<file path="src/design/cs2px_pkg.sv">
`default_nettype none

package cs2px_pkg;

  // Parameter defaults
  localparam int unsigned MAX_PREC_DEF   = 16;
  localparam int unsigned COEF_FRAC_DEF  = 16;

  // Fixed field widths
  localparam int unsigned SAMPLE_W   = 17;
  localparam int unsigned CHAN_W     = 16;
  localparam int unsigned BPC8       = 8;
  localparam int unsigned PREC_W     = 5;
  localparam int unsigned CFG_IDX_W  = 3;
  localparam int unsigned CFG_DATA_W = 5;
  localparam int unsigned IN_DATA_W  = 56;
  localparam int unsigned OUT_DATA_W = 64;
  localparam int unsigned NUM_STG    = 5;

  // Register indexes
  localparam logic [CFG_IDX_W-1:0] CFG_COLOR_MODE  = 3'd0;
  localparam logic [CFG_IDX_W-1:0] CFG_OUT_FORMAT  = 3'd1;
  localparam logic [CFG_IDX_W-1:0] CFG_PREC_0      = 3'd2;
  localparam logic [CFG_IDX_W-1:0] CFG_PREC_1      = 3'd3;
  localparam logic [CFG_IDX_W-1:0] CFG_PREC_2      = 3'd4;
  localparam logic [CFG_IDX_W-1:0] CFG_SIGNED_MASK = 3'd5;

  // Color modes (mode three converts like YCbCr)
  localparam logic [1:0] MODE_GRAY = 2'd0;
  localparam logic [1:0] MODE_RGB  = 2'd1;
  localparam logic [1:0] MODE_YCC  = 2'd2;

  // Output formats
  localparam logic FMT_BGRA8  = 1'b0;
  localparam logic FMT_RGBA16 = 1'b1;

  // Per-component scaler setup
  typedef struct packed {
    logic [PREC_W-1:0] prec;
    logic              sgnd;
    logic              fmt16;
  } comp_cfg_t;

  // Color converter setup
  typedef struct packed {
    logic [1:0] color_mode;
    logic       fmt16;
  } csc_cfg_t;

endpackage

`default_nettype wire

</file>
<file path="src/design/cs2px_scale.sv">
`default_nettype none

// Offset, clamp and rescale of one component: floor(v * outmax / (2^p - 1)).
// Three stages: range/prescale, reciprocal multiply, remainder correction.
module cs2px_scale
  import cs2px_pkg::*;
#(
  parameter int unsigned MAX_PREC = MAX_PREC_DEF
) (
  input  wire logic                       clk,
  input  wire logic                       en,
  input  wire comp_cfg_t                  cfg,
  input  wire logic signed [SAMPLE_W-1:0] sample,
  output logic             [CHAN_W-1:0]   chan
);

  localparam int unsigned XW  = MAX_PREC + CHAN_W;
  localparam int unsigned PIW = $clog2(MAX_PREC + 1);

  logic [PIW-1:0] p;
  logic [XW-1:0]  dmax;

  // Effective precision, 1 .. MAX_PREC
  always_comb begin
    if (cfg.prec == '0) begin
      p = PIW'(1);
    end else if (cfg.prec > PREC_W'(MAX_PREC)) begin
      p = PIW'(MAX_PREC);
    end else begin
      p = cfg.prec[PIW-1:0];
    end
  end

  assign dmax = (XW'(1) << p) - XW'(1);

  // Reciprocal table: floor(2^XW / (2^p - 1)); precision one is handled apart
  logic [XW-1:0] recip_tab [MAX_PREC+1];

  genvar gp;
  generate
    for (gp = 0; gp <= MAX_PREC; gp++) begin : g_recip
      if (gp < 2) begin : g_none
        assign recip_tab[gp] = '0;
      end else begin : g_val
        localparam logic [XW-1:0] RC = XW'((64'd1 << XW) / ((64'd1 << gp) - 64'd1));
        assign recip_tab[gp] = RC;
      end
    end
  endgenerate

  // Stage 1: offset, clamp, x = v * outmax as shift and subtract
  logic signed [SAMPLE_W:0] sx;
  logic signed [SAMPLE_W:0] half;
  logic signed [SAMPLE_W:0] ssum;
  logic [MAX_PREC-1:0]      v;
  logic [XW-1:0]            x_nxt;
  logic [XW-1:0]            x_s1_r;
  logic [XW-1:0]            recip_s1_r;

  always_comb begin
    sx   = {sample[SAMPLE_W-1], sample};
    half = cfg.sgnd ? ((SAMPLE_W+1)'(1) << (p - PIW'(1))) : '0;
    ssum = sx + half;
    if (ssum[SAMPLE_W]) begin
      v = '0;
    end else if (XW'(ssum[SAMPLE_W-1:0]) > dmax) begin
      v = dmax[MAX_PREC-1:0];
    end else begin
      v = ssum[MAX_PREC-1:0];
    end
    if (cfg.fmt16) begin
      x_nxt = (XW'(v) << CHAN_W) - XW'(v);
    end else begin
      x_nxt = (XW'(v) << BPC8) - XW'(v);
    end
  end

  always_ff @(posedge clk) begin
    if (en) begin
      x_s1_r     <= x_nxt;
      recip_s1_r <= recip_tab[p];
    end
  end

  // Stage 2: quotient estimate, low by at most one
  logic [2*XW-1:0]   prod;
  logic [CHAN_W-1:0] qe_s2_r;
  logic [XW-1:0]     x_s2_r;

  assign prod = x_s1_r * recip_s1_r;

  always_ff @(posedge clk) begin
    if (en) begin
      qe_s2_r <= prod[XW +: CHAN_W];
      x_s2_r  <= x_s1_r;
    end
  end

  // Stage 3: remainder check and final quotient
  logic [XW-1:0]     qd;
  logic [XW-1:0]     rem;
  logic [CHAN_W-1:0] chan_nxt;
  logic [CHAN_W-1:0] chan_r;

  always_comb begin
    qd  = (XW'(qe_s2_r) << p) - XW'(qe_s2_r);
    rem = x_s2_r - qd;
    if (p == PIW'(1)) begin
      chan_nxt = x_s2_r[CHAN_W-1:0];
    end else if (rem >= dmax) begin
      chan_nxt = qe_s2_r + CHAN_W'(1);
    end else begin
      chan_nxt = qe_s2_r;
    end
  end

  always_ff @(posedge clk) begin
    if (en) begin
      chan_r <= chan_nxt;
    end
  end

  assign chan = chan_r;

endmodule

`default_nettype wire

</file>
<file path="config.mk">
export PLATFORM = sky130hd
export DESIGN_NAME = cs2px_scale
export DESIGN_NICKNAME = d
export VERILOG_FILES = /design/src/design/cs2px_pkg.sv /design/src/design/cs2px_scale.sv
export SDC_FILE = /design/constraint.sdc
export NUM_CORES = 2
export LEC_CHECK = 0
export ABC_AREA = 0
export BUFFER_PORTS_ARGS = -buffer_cell sky130_fd_sc_hd__buf_2
export CAP_MARGIN = 20
export CORE_MARGIN = 3
export CORE_UTILIZATION = 65
export DETAILED_ROUTE_END_ITERATION = 16
export GPL_ROUTABILITY_DRIVEN = 0
export GPL_TIMING_DRIVEN = 1
export PLACE_DENSITY = 0.82
export RECOVER_POWER = 50
export SYNTH_ARGS = -nofsm -noshare
export SYNTH_HDL_FRONTEND = slang
export SYNTH_SLANG_ARGS = --single-unit
</file>
<file path="constraint.sdc">
create_clock -name clk -period 11.4 [get_ports clk]
set_input_delay 0.57 -clock clk [delete_from_list [all_inputs] [get_ports clk]]
set_output_delay 0.57 -clock clk [all_outputs]
set_load 0.02 [all_outputs]
</file>
==> impl_results.md <==
- Met1 Track Usage GR: between 40% and 50%
- Crit path top cell by count: ha_1
- Hold Path End: chan[12]
- Nets: slightly above 5000
- I/O Pins: 42
- CTS tree: done
- Gr busiest metal: met2
- Worst slew pin tran: roughly 3.7 ns
- Worst Path Max Fanout: 22
- Die W: 241.6 um
- Setup WS post-layout: roughly 1.1 ns
- Fill count: about 4100
- Maxcap violations: 19
- Post-Syn Instances: roughly 4000
- Initial DRC Count: 3073
- Post-synthesis mux area share: 0.9154%
- Rel. slew slack: -143.6%
- Worst reg-to-reg path cell count: 27
- Reg2Reg Setup Slack: about 1.5 ns
- Synthesis Warnings: 0
- Final setup violation count: 0
- Overflow after GRT: 0
- FFs w/ async S/R, synth: 0%
- Post-DP HPWL: 81660 um
- #FFs+latches synth: about 120
- Min-delay worst type: register to register
- Main synth FF type: edfxtp_1
- Xor and xnor fraction of the mapped netlist area: approximately 3.2%
- Clk Tree Root Cell: clkbuf_16
- H-tree depth: 4
- Synth top area share: between 30% and 40%
- Synth cell types: 99
- Drt drc: 0
- Post-CTS sizing: 0
- Crit path arrival time: about 11 ns
- Syn Nets: between 5000 and 6000
- Largest family of logic cells by synthesized area: adder cells
- Max Fclk: approximately 97 MHz
- Clk_skew: around 0.015 ns
- Worst-Skew Late Latency: roughly 0.43 ns
- Final setup TNS: 0 ns
- Die area: slightly below 60000 um^2
- Min Hold Slack: slightly below 0.6 ns
- Tot GR Track Use: ~37%
- Share of post-route cells with drive strength above 1: roughly 3.6%
- Kind of end point of the critical path: register
- EDFF count, synth: around 120
- Worst r2r src: x_s1_r[15]
- CTS max path bufs: 2
- Starting density of the core: 66.40%
- Largest net degree at the start of global routing: a little under 70
- Tcrit/Tclk final: 90.74%
- Area leader, netlist: fa_1
- Post-CTS Setup Bufs: 0
- Routed length per instance: about 23 um
- Area of the core: about 54000 um^2
- Detail Route Antenna Nets: 0
- Buf/Inv on CP: 4
- Initial antenna violation count: 5
- Worst slack at placement: about 1.1 ns
- Routed WL: 106900 um
- RSZ-0062 raised after global routing: no
- First-pass GRT wire length: between 150000 and 200000 um
- Num Clock Sinks: about 120
- Synth Area in Compound Gates: 8.693%
- Slowest cell on crit path: a21oi_1
- WP data required: about 12 ns
- Violated checks: max-capacitance violations, max-slew violations
- Hold depth: 2
- Fin util: 69.11%
- Dominant cells by area after synthesis: fa_1, ha_1, edfxtp_1, inv_1, and2_1
- WS Path Type: primary input to register
- Cell Area, Synth: 36080 um^2
- Top cell family by delay on the critical path: compound AO/OA/AOI/OAI gates
- TritonCTS buffer count: 17
- Area delta synth->final: 4.081%
- Vias: between 20000 and 30000
- Routed vias/inst: 6.151
- Synth Area in Adders: 50.51%
- Port bufs: 41
- Reg2reg end: qe_s2_r[5]
- GR Layer Usage met2: about three fifths
- FP Rows: 85
- Hold_buf cts: 0
- Fin. max-slew vios: 507
- Crit path time final: 10.34 ns
- Clk slew on worst S/H paths: 0.07 ns
- Worst stage delay on the critical path: roughly 0.74 ns
- DR pass1 iterations: 8
- HP Start: x_s2_r[12]
- Outcome: complete, but fails checks
- Final Hold Viols: 0
- Vias in the first global route: between 30000 and 40000
- Register area share after synthesis: 9.903%
- Crit path launch type: primary input
- GR Util met3: about a tenth
- Syn avg cell area: 9.044 um^2
- Die Y: between 200 and 250 um
- Synth Area in Simple Gates: between 15 and 20%
layer usage:
layer | vias to the layer above | routed length, um
met5 | - | 0
met4 | 0 | 7610
met3 | 568 | 13120
met2 | 1936 | 48960
met1 | 13980 | 37210
li1 | 12420 | -
cell usage after synthesis (6+ instances only):
| cell | number |
|---|---|
| nand2_1 | 415 |
| nor2_1 | 136 |
| a221o_1 | 8 |
| mux2_2 | 6 |
| ha_1 | 463 |
| a211oi_1 | 30 |
| a21oi_1 | 134 |
| a2111oi_0 | 6 |
| o31ai_1 | 9 |
| mux2i_1 | 24 |
| edfxtp_1 | 119 |
| o211ai_1 | 15 |
| and2_1 | 382 |
| nor3_1 | 35 |
| clkbuf_1 | 155 |
| o21bai_1 | 8 |
| nor4_1 | 8 |
| nand3_1 | 37 |
| nand4_1 | 29 |
| a22oi_1 | 10 |
| nand2b_1 | 13 |
| or2_2 | 7 |
| o21ai_1 | 8 |
| a21o_1 | 49 |
| o21ai_0 | 72 |
| or3_1 | 13 |
| xor2_1 | 27 |
| xnor2_1 | 104 |
| inv_1 | 860 |
| fa_1 | 621 |
| a31oi_1 | 21 |
| nor2b_1 | 13 |
| o21a_1 | 14 |
| buf_2 | 9 |
| and3_1 | 17 |
stage by stage:
step / cell area [um^2] / std cells
6_report: 37560 / 4699
5_1_grt: 37560 / 4699
4_1_cts: 37680 / 4696
3_5_place_dp: 37050 / 4664
3_3_place_gp: 37050 / 4664
2_1_floorplan: 36080 / 3990
layout make-up:
| type | instances | area [um^2] | area share (%) |
|---|---|---|---|
| well taps | 739 | 924.6 | 2.462 |
| flip-flops and latches | 119 | 3573 | 9.515 |
| clock inverters | 15 | 209.0 | 0.5563 |
| inverters | 862 | 3236 | 8.615 |
| diodes | 1 | 2.502 | 0.006663 |
| multi-input cells | 2837 | 28610 | 76.18 |
| clock buffers | 17 | 425.4 | 1.133 |
| repair buffers | 109 | 574.3 | 1.529 |
sequential cells by signal, summed over array words and instances (netlist names):
register and cells:
x_s2_r 32, qe_s2_r 16, chan 16, x_s1_r 32, recip_s1_r 23
worst reg2reg max path: cells and delay by family (launching register included):
kind / cells / cell delay, ns
AO/OA/AOI/OAI: 7 / 2.18
XOR/XNOR: 1 / 0.12
adder cells (fa/ha/maj): 9 / 4.43
buffers and inverters: 6 / 1.80
flip-flops: 1 / 0.33
AND/OR/NAND/NOR: 4 / 0.85
cells in the final DEF (no fill, tap or decap), types with 72 or more instances in the layout:
master | synthesis | routed
a21oi_1 | 134 | 134
and2_1 | 382 | 382
edfxtp_1 | 119 | 119
fa_1 | 621 | 621
ha_1 | 463 | 463
inv_1 | 860 | 860
nand2_1 | 415 | 415
nor2_1 | 136 | 136
o21ai_0 | 72 | 72
xnor2_1 | 104 | 104
how the worst max path moves through the flow:
| stage | from | to | depth (start not counted) | slack (ns) |
|---|---|---|---|---|
| 2_1_floorplan | cfg[4] | x_s1_r[18] | 40 | 1.89 |
| 3_3_place_gp | cfg[4] | x_s1_r[25] | 39 | 1.24 |
| 3_5_place_dp | cfg[4] | x_s1_r[25] | 39 | 1.09 |
| 4_1_cts | cfg[4] | x_s1_r[25] | 37 | 1.40 |
| 5_1_grt | cfg[4] | x_s1_r[25] | 39 | 0.32 |
| 6_report | cfg[4] | x_s1_r[25] | 37 | 1.06 |
cell families after synthesis:
group | Yosys count
compound gates | 452
xor+xnor | 132
fa+ha+maj | 1084
buf+inv | 1034
flops | 119
mux | 31
other cells | 2
simple gates | 1136
Power is left out: the tool's default activity adds up to more than one toggle a clock period on the data nets, which glitch-free logic cannot reach.
