`src/design/cs2px_pkg.sv`:
```
`default_nettype none

package cs2px_pkg;

  // Parameter defaults
  localparam int unsigned MAX_PREC_DEF   = 16;
  localparam int unsigned COEF_FRAC_DEF  = 16;

  // Fixed field widths
  localparam int unsigned SAMPLE_W   = 17;
  localparam int unsigned CHAN_W     = 16;
  localparam int unsigned BPC8       = 8;
  localparam int unsigned PREC_W     = 5;
  localparam int unsigned CFG_IDX_W  = 3;
  localparam int unsigned CFG_DATA_W = 5;
  localparam int unsigned IN_DATA_W  = 56;
  localparam int unsigned OUT_DATA_W = 64;
  localparam int unsigned NUM_STG    = 5;

  // Register indexes
  localparam logic [CFG_IDX_W-1:0] CFG_COLOR_MODE  = 3'd0;
  localparam logic [CFG_IDX_W-1:0] CFG_OUT_FORMAT  = 3'd1;
  localparam logic [CFG_IDX_W-1:0] CFG_PREC_0      = 3'd2;
  localparam logic [CFG_IDX_W-1:0] CFG_PREC_1      = 3'd3;
  localparam logic [CFG_IDX_W-1:0] CFG_PREC_2      = 3'd4;
  localparam logic [CFG_IDX_W-1:0] CFG_SIGNED_MASK = 3'd5;

  // Color modes (mode three converts like YCbCr)
  localparam logic [1:0] MODE_GRAY = 2'd0;
  localparam logic [1:0] MODE_RGB  = 2'd1;
  localparam logic [1:0] MODE_YCC  = 2'd2;

  // Output formats
  localparam logic FMT_BGRA8  = 1'b0;
  localparam logic FMT_RGBA16 = 1'b1;

  // Per-component scaler setup
  typedef struct packed {
    logic [PREC_W-1:0] prec;
    logic              sgnd;
    logic              fmt16;
  } comp_cfg_t;

  // Color converter setup
  typedef struct packed {
    logic [1:0] color_mode;
    logic       fmt16;
  } csc_cfg_t;

endpackage

`default_nettype wire

```
`src/design/cs2px_csc.sv`:
```
`default_nettype none

// Color selection, fixed-point YCbCr to RGB and pixel packing.
// Stage 4: chroma centering and coefficient products. Stage 5: sums, clamp, pack.
module cs2px_csc
  import cs2px_pkg::*;
#(
  parameter int unsigned COEF_FRAC_BITS = COEF_FRAC_DEF
) (
  input  wire logic                  clk,
  input  wire logic                  en,
  input  wire csc_cfg_t              cfg,
  input  wire logic [CHAN_W-1:0]     c0,
  input  wire logic [CHAN_W-1:0]     c1,
  input  wire logic [CHAN_W-1:0]     c2,
  output logic      [OUT_DATA_W-1:0] pixel_word
);

  localparam int unsigned F  = COEF_FRAC_BITS;
  localparam int unsigned CW = F + 2;
  localparam int unsigned DW = CHAN_W + 1;
  localparam int unsigned PW = CW + DW;
  localparam int unsigned NW = F + CHAN_W + 3;

  // Q(F) coefficients, rounded to nearest
  localparam logic signed [CW-1:0] K_CR_R =
    CW'(((64'd1402000 << F) + 64'd500000) / 64'd1000000);
  localparam logic signed [CW-1:0] K_CB_G =
    CW'(((64'd344136 << F) + 64'd500000) / 64'd1000000);
  localparam logic signed [CW-1:0] K_CR_G =
    CW'(((64'd714136 << F) + 64'd500000) / 64'd1000000);
  localparam logic signed [CW-1:0] K_CB_B =
    CW'(((64'd1772000 << F) + 64'd500000) / 64'd1000000);

  // Stage 4: center chroma and multiply
  logic signed [DW-1:0] kofs;
  logic signed [DW-1:0] cb;
  logic signed [DW-1:0] cr;
  logic signed [PW-1:0] p_r_nxt;
  logic signed [PW-1:0] p_gb_nxt;
  logic signed [PW-1:0] p_gr_nxt;
  logic signed [PW-1:0] p_b_nxt;
  logic signed [PW-1:0] p_r_r;
  logic signed [PW-1:0] p_gb_r;
  logic signed [PW-1:0] p_gr_r;
  logic signed [PW-1:0] p_b_r;
  logic [CHAN_W-1:0]    c0_s4_r;
  logic [CHAN_W-1:0]    c1_s4_r;
  logic [CHAN_W-1:0]    c2_s4_r;

  always_comb begin
    kofs     = cfg.fmt16 ? (DW'(1) << (CHAN_W - 1)) : (DW'(1) << (BPC8 - 1));
    cb       = $signed({1'b0, c1}) - kofs;
    cr       = $signed({1'b0, c2}) - kofs;
    p_r_nxt  = K_CR_R * cr;
    p_gb_nxt = K_CB_G * cb;
    p_gr_nxt = K_CR_G * cr;
    p_b_nxt  = K_CB_B * cb;
  end

  always_ff @(posedge clk) begin
    if (en) begin
      p_r_r   <= p_r_nxt;
      p_gb_r  <= p_gb_nxt;
      p_gr_r  <= p_gr_nxt;
      p_b_r   <= p_b_nxt;
      c0_s4_r <= c0;
      c1_s4_r <= c1;
      c2_s4_r <= c2;
    end
  end

  // Truncate toward zero and clamp to 0 .. outmax
  function automatic logic [CHAN_W-1:0] clamp_chan(input logic signed [NW-1:0] num,
                                                   input logic fmt16);
    logic signed [NW-1:0] t;
    logic [CHAN_W-1:0]    omax;
    t    = num >>> F;
    omax = fmt16 ? {CHAN_W{1'b1}} : CHAN_W'({BPC8{1'b1}});
    if (num < 0) begin
      clamp_chan = '0;
    end else if (t > $signed(NW'(omax))) begin
      clamp_chan = omax;
    end else begin
      clamp_chan = t[CHAN_W-1:0];
    end
  endfunction

  // Stage 5: channel sums, mode select, pack
  logic signed [NW-1:0]  yq;
  logic signed [NW-1:0]  num_r;
  logic signed [NW-1:0]  num_g;
  logic signed [NW-1:0]  num_b;
  logic [CHAN_W-1:0]     r;
  logic [CHAN_W-1:0]     g;
  logic [CHAN_W-1:0]     b;
  logic [OUT_DATA_W-1:0] pix_nxt;
  logic [OUT_DATA_W-1:0] pix_r;

  always_comb begin
    yq    = $signed(NW'(c0_s4_r)) <<< F;
    num_r = yq + NW'(p_r_r);
    num_g = yq - NW'(p_gb_r) - NW'(p_gr_r);
    num_b = yq + NW'(p_b_r);
    case (cfg.color_mode)
      MODE_GRAY: begin
        r = c0_s4_r;
        g = c0_s4_r;
        b = c0_s4_r;
      end
      MODE_RGB: begin
        r = c0_s4_r;
        g = c1_s4_r;
        b = c2_s4_r;
      end
      default: begin
        r = clamp_chan(num_r, cfg.fmt16);
        g = clamp_chan(num_g, cfg.fmt16);
        b = clamp_chan(num_b, cfg.fmt16);
      end
    endcase
    if (cfg.fmt16 == FMT_RGBA16) begin
      pix_nxt = {{CHAN_W{1'b1}}, b, g, r};
    end else begin
      pix_nxt = {32'h0, {BPC8{1'b1}}, r[BPC8-1:0], g[BPC8-1:0], b[BPC8-1:0]};
    end
  end

  always_ff @(posedge clk) begin
    if (en) begin
      pix_r <= pix_nxt;
    end
  end

  assign pixel_word = pix_r;

endmodule

`default_nettype wire

```
`config.mk`:
```
export PLATFORM = sky130hd
export DESIGN_NAME = cs2px_csc
export DESIGN_NICKNAME = d
export VERILOG_FILES = /design/src/design/cs2px_pkg.sv /design/src/design/cs2px_csc.sv
export SDC_FILE = /design/constraint.sdc
export NUM_CORES = 2
export LEC_CHECK = 0
export BUFFER_PORTS_ARGS = -buffer_cell sky130_fd_sc_hd__buf_4
export CAP_MARGIN = 20
export CORE_MARGIN = 1.5
export CORE_UTILIZATION = 51
export CTS_CLUSTER_SIZE = 20
export DETAILED_ROUTE_END_ITERATION = 7
export HOLD_SLACK_MARGIN = 0.06
export PLACE_DENSITY = 0.65
export SYNTH_ARGS = -nofsm -noshare
export SYNTH_HDL_FRONTEND = slang
export SYNTH_SLANG_ARGS = --single-unit
export TNS_END_PERCENT = 50
```
`constraint.sdc`:
```
create_clock -name clk -period 13.12 [get_ports clk]
set_input_delay 2.624 -clock clk [delete_from_list [all_inputs] [get_ports clk]]
set_output_delay 2.624 -clock clk [all_outputs]
set_load 0.05 [all_outputs]
```
==> impl_metrics.json <==
{
  "run_status": "finished, final reports clean",
  "grt_overflow_total": 0,
  "fin_util_pct": 55.5,
  "regArea_sq_mm": 0.00586,
  "rsz0062_at_grt": "no",
  "drtIter0Drc": 1459,
  "synth_largest_area_cell": "ha_1",
  "die_h_microns": 250,
  "crit_path_end_kind": "flop",
  "design_area_sq_mm": 0.0334,
  "drv_slew": 0,
  "fin_tns_setup_ns": 0,
  "start_kind": "input port",
  "clkSlewWorstSetupHoldPaths_ns": 0.07,
  "track_usage_pct": 26.7,
  "multi_input_area_sq_mm": 0.0221,
  "drv_cap": 0,
  "dr.pass1.iters": 5,
  "synth-edff-count": 195,
  "period_needed_ns": 10.14,
  "initial_core_util_pct": 51.5,
  "syn_nets": 4089,
  "io_buffers": 116,
  "dieArea_sq_mm": 0.0623,
  "placementRows": 90,
  "post-dp-hpwl_mm": 68.2,
  "min_path_cells": 2,
  "hold_class": "flop to flop",
  "vias_per_cell": 5.53,
  "synth_flop_cell": "edfxtp_1",
  "n_antenna_cell": 0,
  "cts.sinks": 195,
  "place.gp.congestion": 0.945,
  "synth.distinct_cells": 98,
  "yosys.area.top_type_share_pct": 24.1,
  "drt-total-wl_mm": 80.1,
  "synth_area_leaders": "ha_1, fa_1, edfxtp_1",
  "setup_viol": 0,
  "synth-async-reset-ratio_pct": 0,
  "syn_area_sq_mm": 0.0310,
  "h-tree-depth": 4,
  "final_nets": 4197,
  "drt-met1-wl_mm": 36.3,
  "synth_cells": 3071,
  "grt_max_degree": 78,
  "drc": 0,
  "cts_root_buffer": "clkbuf_16",
  "ctsLongestPathBuffers": 2,
  "io_pins": 117,
  "syn_area_per_cell_sq_um": 10.1,
  "grt_pass1_wl_mm": 128,
  "worst_pin_slew_ns": 1.05,
  "antenna_found_initial": 2,
  "vias": 22000,
  "dpl_cell_area_sq_mm": 0.0328,
  "numCtsBuffers": 17,
  "wl_met3_mm": 4.14,
  "core_area_sq_mm": 0.0602,
  "fin_crit_sh_pct": 77.3,
  "chipWidth_microns": 250,
  "wl_per_cell_microns": 20.2,
  "highest_layer": "met5",
  "critPathArrivalTime_ns": 10.39,
  "synth_warnings": 0,
  "synth-seq-cells": 195,
  "hold-worst-slack_ns": 0.650,
  "finClkSkew_ns": 0.0165,
  "cts_hold_buf": 0,
  "critPathMaxFanout": 61,
  "ant_nets": 0,
  "seq_area_frac_synth_pct": 18.9,
  "maxSlewHeadroom_pct": 29.3,
  "wl_met2_mm": 37.6,
  "area_growth_pct": 7.66,
  "fmaxAchievable_ghz": 0.0986,
  "post_cts_buffers": 0,
  "path_class": "input port to flop",
  "cts_tree": "done",
  "cts_resized": 0,
  "r2r_cells": 20,
  "hold_viol_final": 0,
  "cp.required_ns": 13.37,
  "grt_pass1_vias": 23200,
  "clk_latency_ns": 0.49,
  "nFillCells": 5252,
  "drive_above_1_share_pct": 7.18
}
metrics by stage:
stage	cells	setup slack, ns
after global placement	3941	2.59
after detailed placement	3942	2.51
after floorplan	3071	1.47
after CTS	3973	3.03
after global routing	3973	2.33
final	3973	2.98
cell type report:
| cell class | instances | area share [%] |
|---|---|---|
| timing repair buffer | 138 | 3.12 |
| clock buffer | 18 | 1.28 |
| multi-input combinational | 2069 | 66.1 |
| sequential | 195 | 17.5 |
| tap | 782 | 2.93 |
| inverter | 758 | 8.52 |
| clock inverter | 13 | 0.491 |
critical path, cell delays in order:
cell and delay, ns:
buf_4 0.28, inv_2 0.12, buf_4 0.56, ha_1 0.29, nand2_1 0.07, nor4_1 0.28
nor3b_1 0.34, xor2_1 0.85, ha_1 0.40, ha_1 0.28, inv_1 0.06, fa_1 0.50
fa_1 0.55, inv_1 0.06, fa_1 0.53, inv_1 0.05, fa_1 0.52, inv_1 0.04
ha_1 0.30, nand3_1 0.12, o22ai_1 0.08, a31o_2 0.28, o21ai_0 0.41, o21ai_1 0.27
o211a_1 0.28, nor2_1 0.11, xnor2_1 0.07
kinds of logic (layout without fill, tap and decap cells):
logic type	Yosys count	count (layout)	share of synthesized area, %
mux	19	19	0.629
xor+xnor	162	162	4.69
flops	195	195	18.9
buf+inv	807	927	9.96
simple gates	455	455	7.36
fa+ha+maj	965	965	47.8
compound gates	468	468	10.7
flip-flops by register name (all words and copies together) (netlist names):
register,count
p_gb_r,33
c1_s4_r,13
pixel_word,49
p_gr_r,28
p_r_r,24
c2_s4_r,13
c0_s4_r,16
p_b_r,19
worst paths after layout:
| kind | from | endpoint | slack, ns |
|---|---|---|---|
| worst max-delay path | cfg[0] | p_b_r[28] | 2.98 |
| worst min-delay path | c1_s4_r[8] | pixel_word[24] | 0.65 |
| worst max register to register | c0_s4_r[0] | pixel_word[27] | 6.89 |
| worst min register to register | c1_s4_r[8] | pixel_word[24] | 0.65 |
cells in the mapped netlist, types with 7 or more instances:
| library cell | instances |
|---|---|
| a211oi_1 | 23 |
| a21o_1 | 53 |
| a21oi_1 | 131 |
| a221oi_1 | 10 |
| a311oi_1 | 8 |
| a31oi_1 | 10 |
| and2_1 | 8 |
| and3_1 | 16 |
| buf_4 | 15 |
| clkbuf_1 | 26 |
| edfxtp_1 | 195 |
| fa_1 | 368 |
| ha_1 | 597 |
| inv_1 | 756 |
| mux2i_1 | 15 |
| nand2_1 | 97 |
| nand2b_1 | 23 |
| nand3_1 | 37 |
| nand4_1 | 13 |
| nor2_1 | 112 |
| nor2b_1 | 23 |
| nor3_1 | 49 |
| nor4_1 | 17 |
| o21a_1 | 22 |
| o21ai_0 | 62 |
| o21ai_1 | 16 |
| o21bai_1 | 14 |
| o32ai_1 | 7 |
| or3_1 | 24 |
| xnor2_1 | 118 |
| xor2_1 | 42 |
layout by cell type (no fill, tap or decap), types with 10 or more instances in the layout:
master,count
inv_1,756
ha_1,597
fa_1,368
edfxtp_1,195
buf_4,137
a21oi_1,130
xnor2_1,117
nor2_1,112
nand2_1,97
o21ai_0,62
a21o_1,53
nor3_1,49
xor2_1,42
nand3_1,37
or3_1,24
nand2b_1,23
a211oi_1,23
nor2b_1,23
o21a_1,22
nor4_1,17
clkbuf_16,17
and3_1,16
o21ai_1,16
mux2i_1,15
o21bai_1,14
nand4_1,13
a31oi_1,10
a221oi_1,10
metal layers:
metal	up-vias	GRT usage, %
met3	113	3.39
li1	10400	-
met2	573	44.4
met1	10900	36.7
met4	2	7.68
met5	-	0
Power is left out: the tool's default activity adds up to more than one toggle a clock period on the data nets, which glitch-free logic cannot reach.
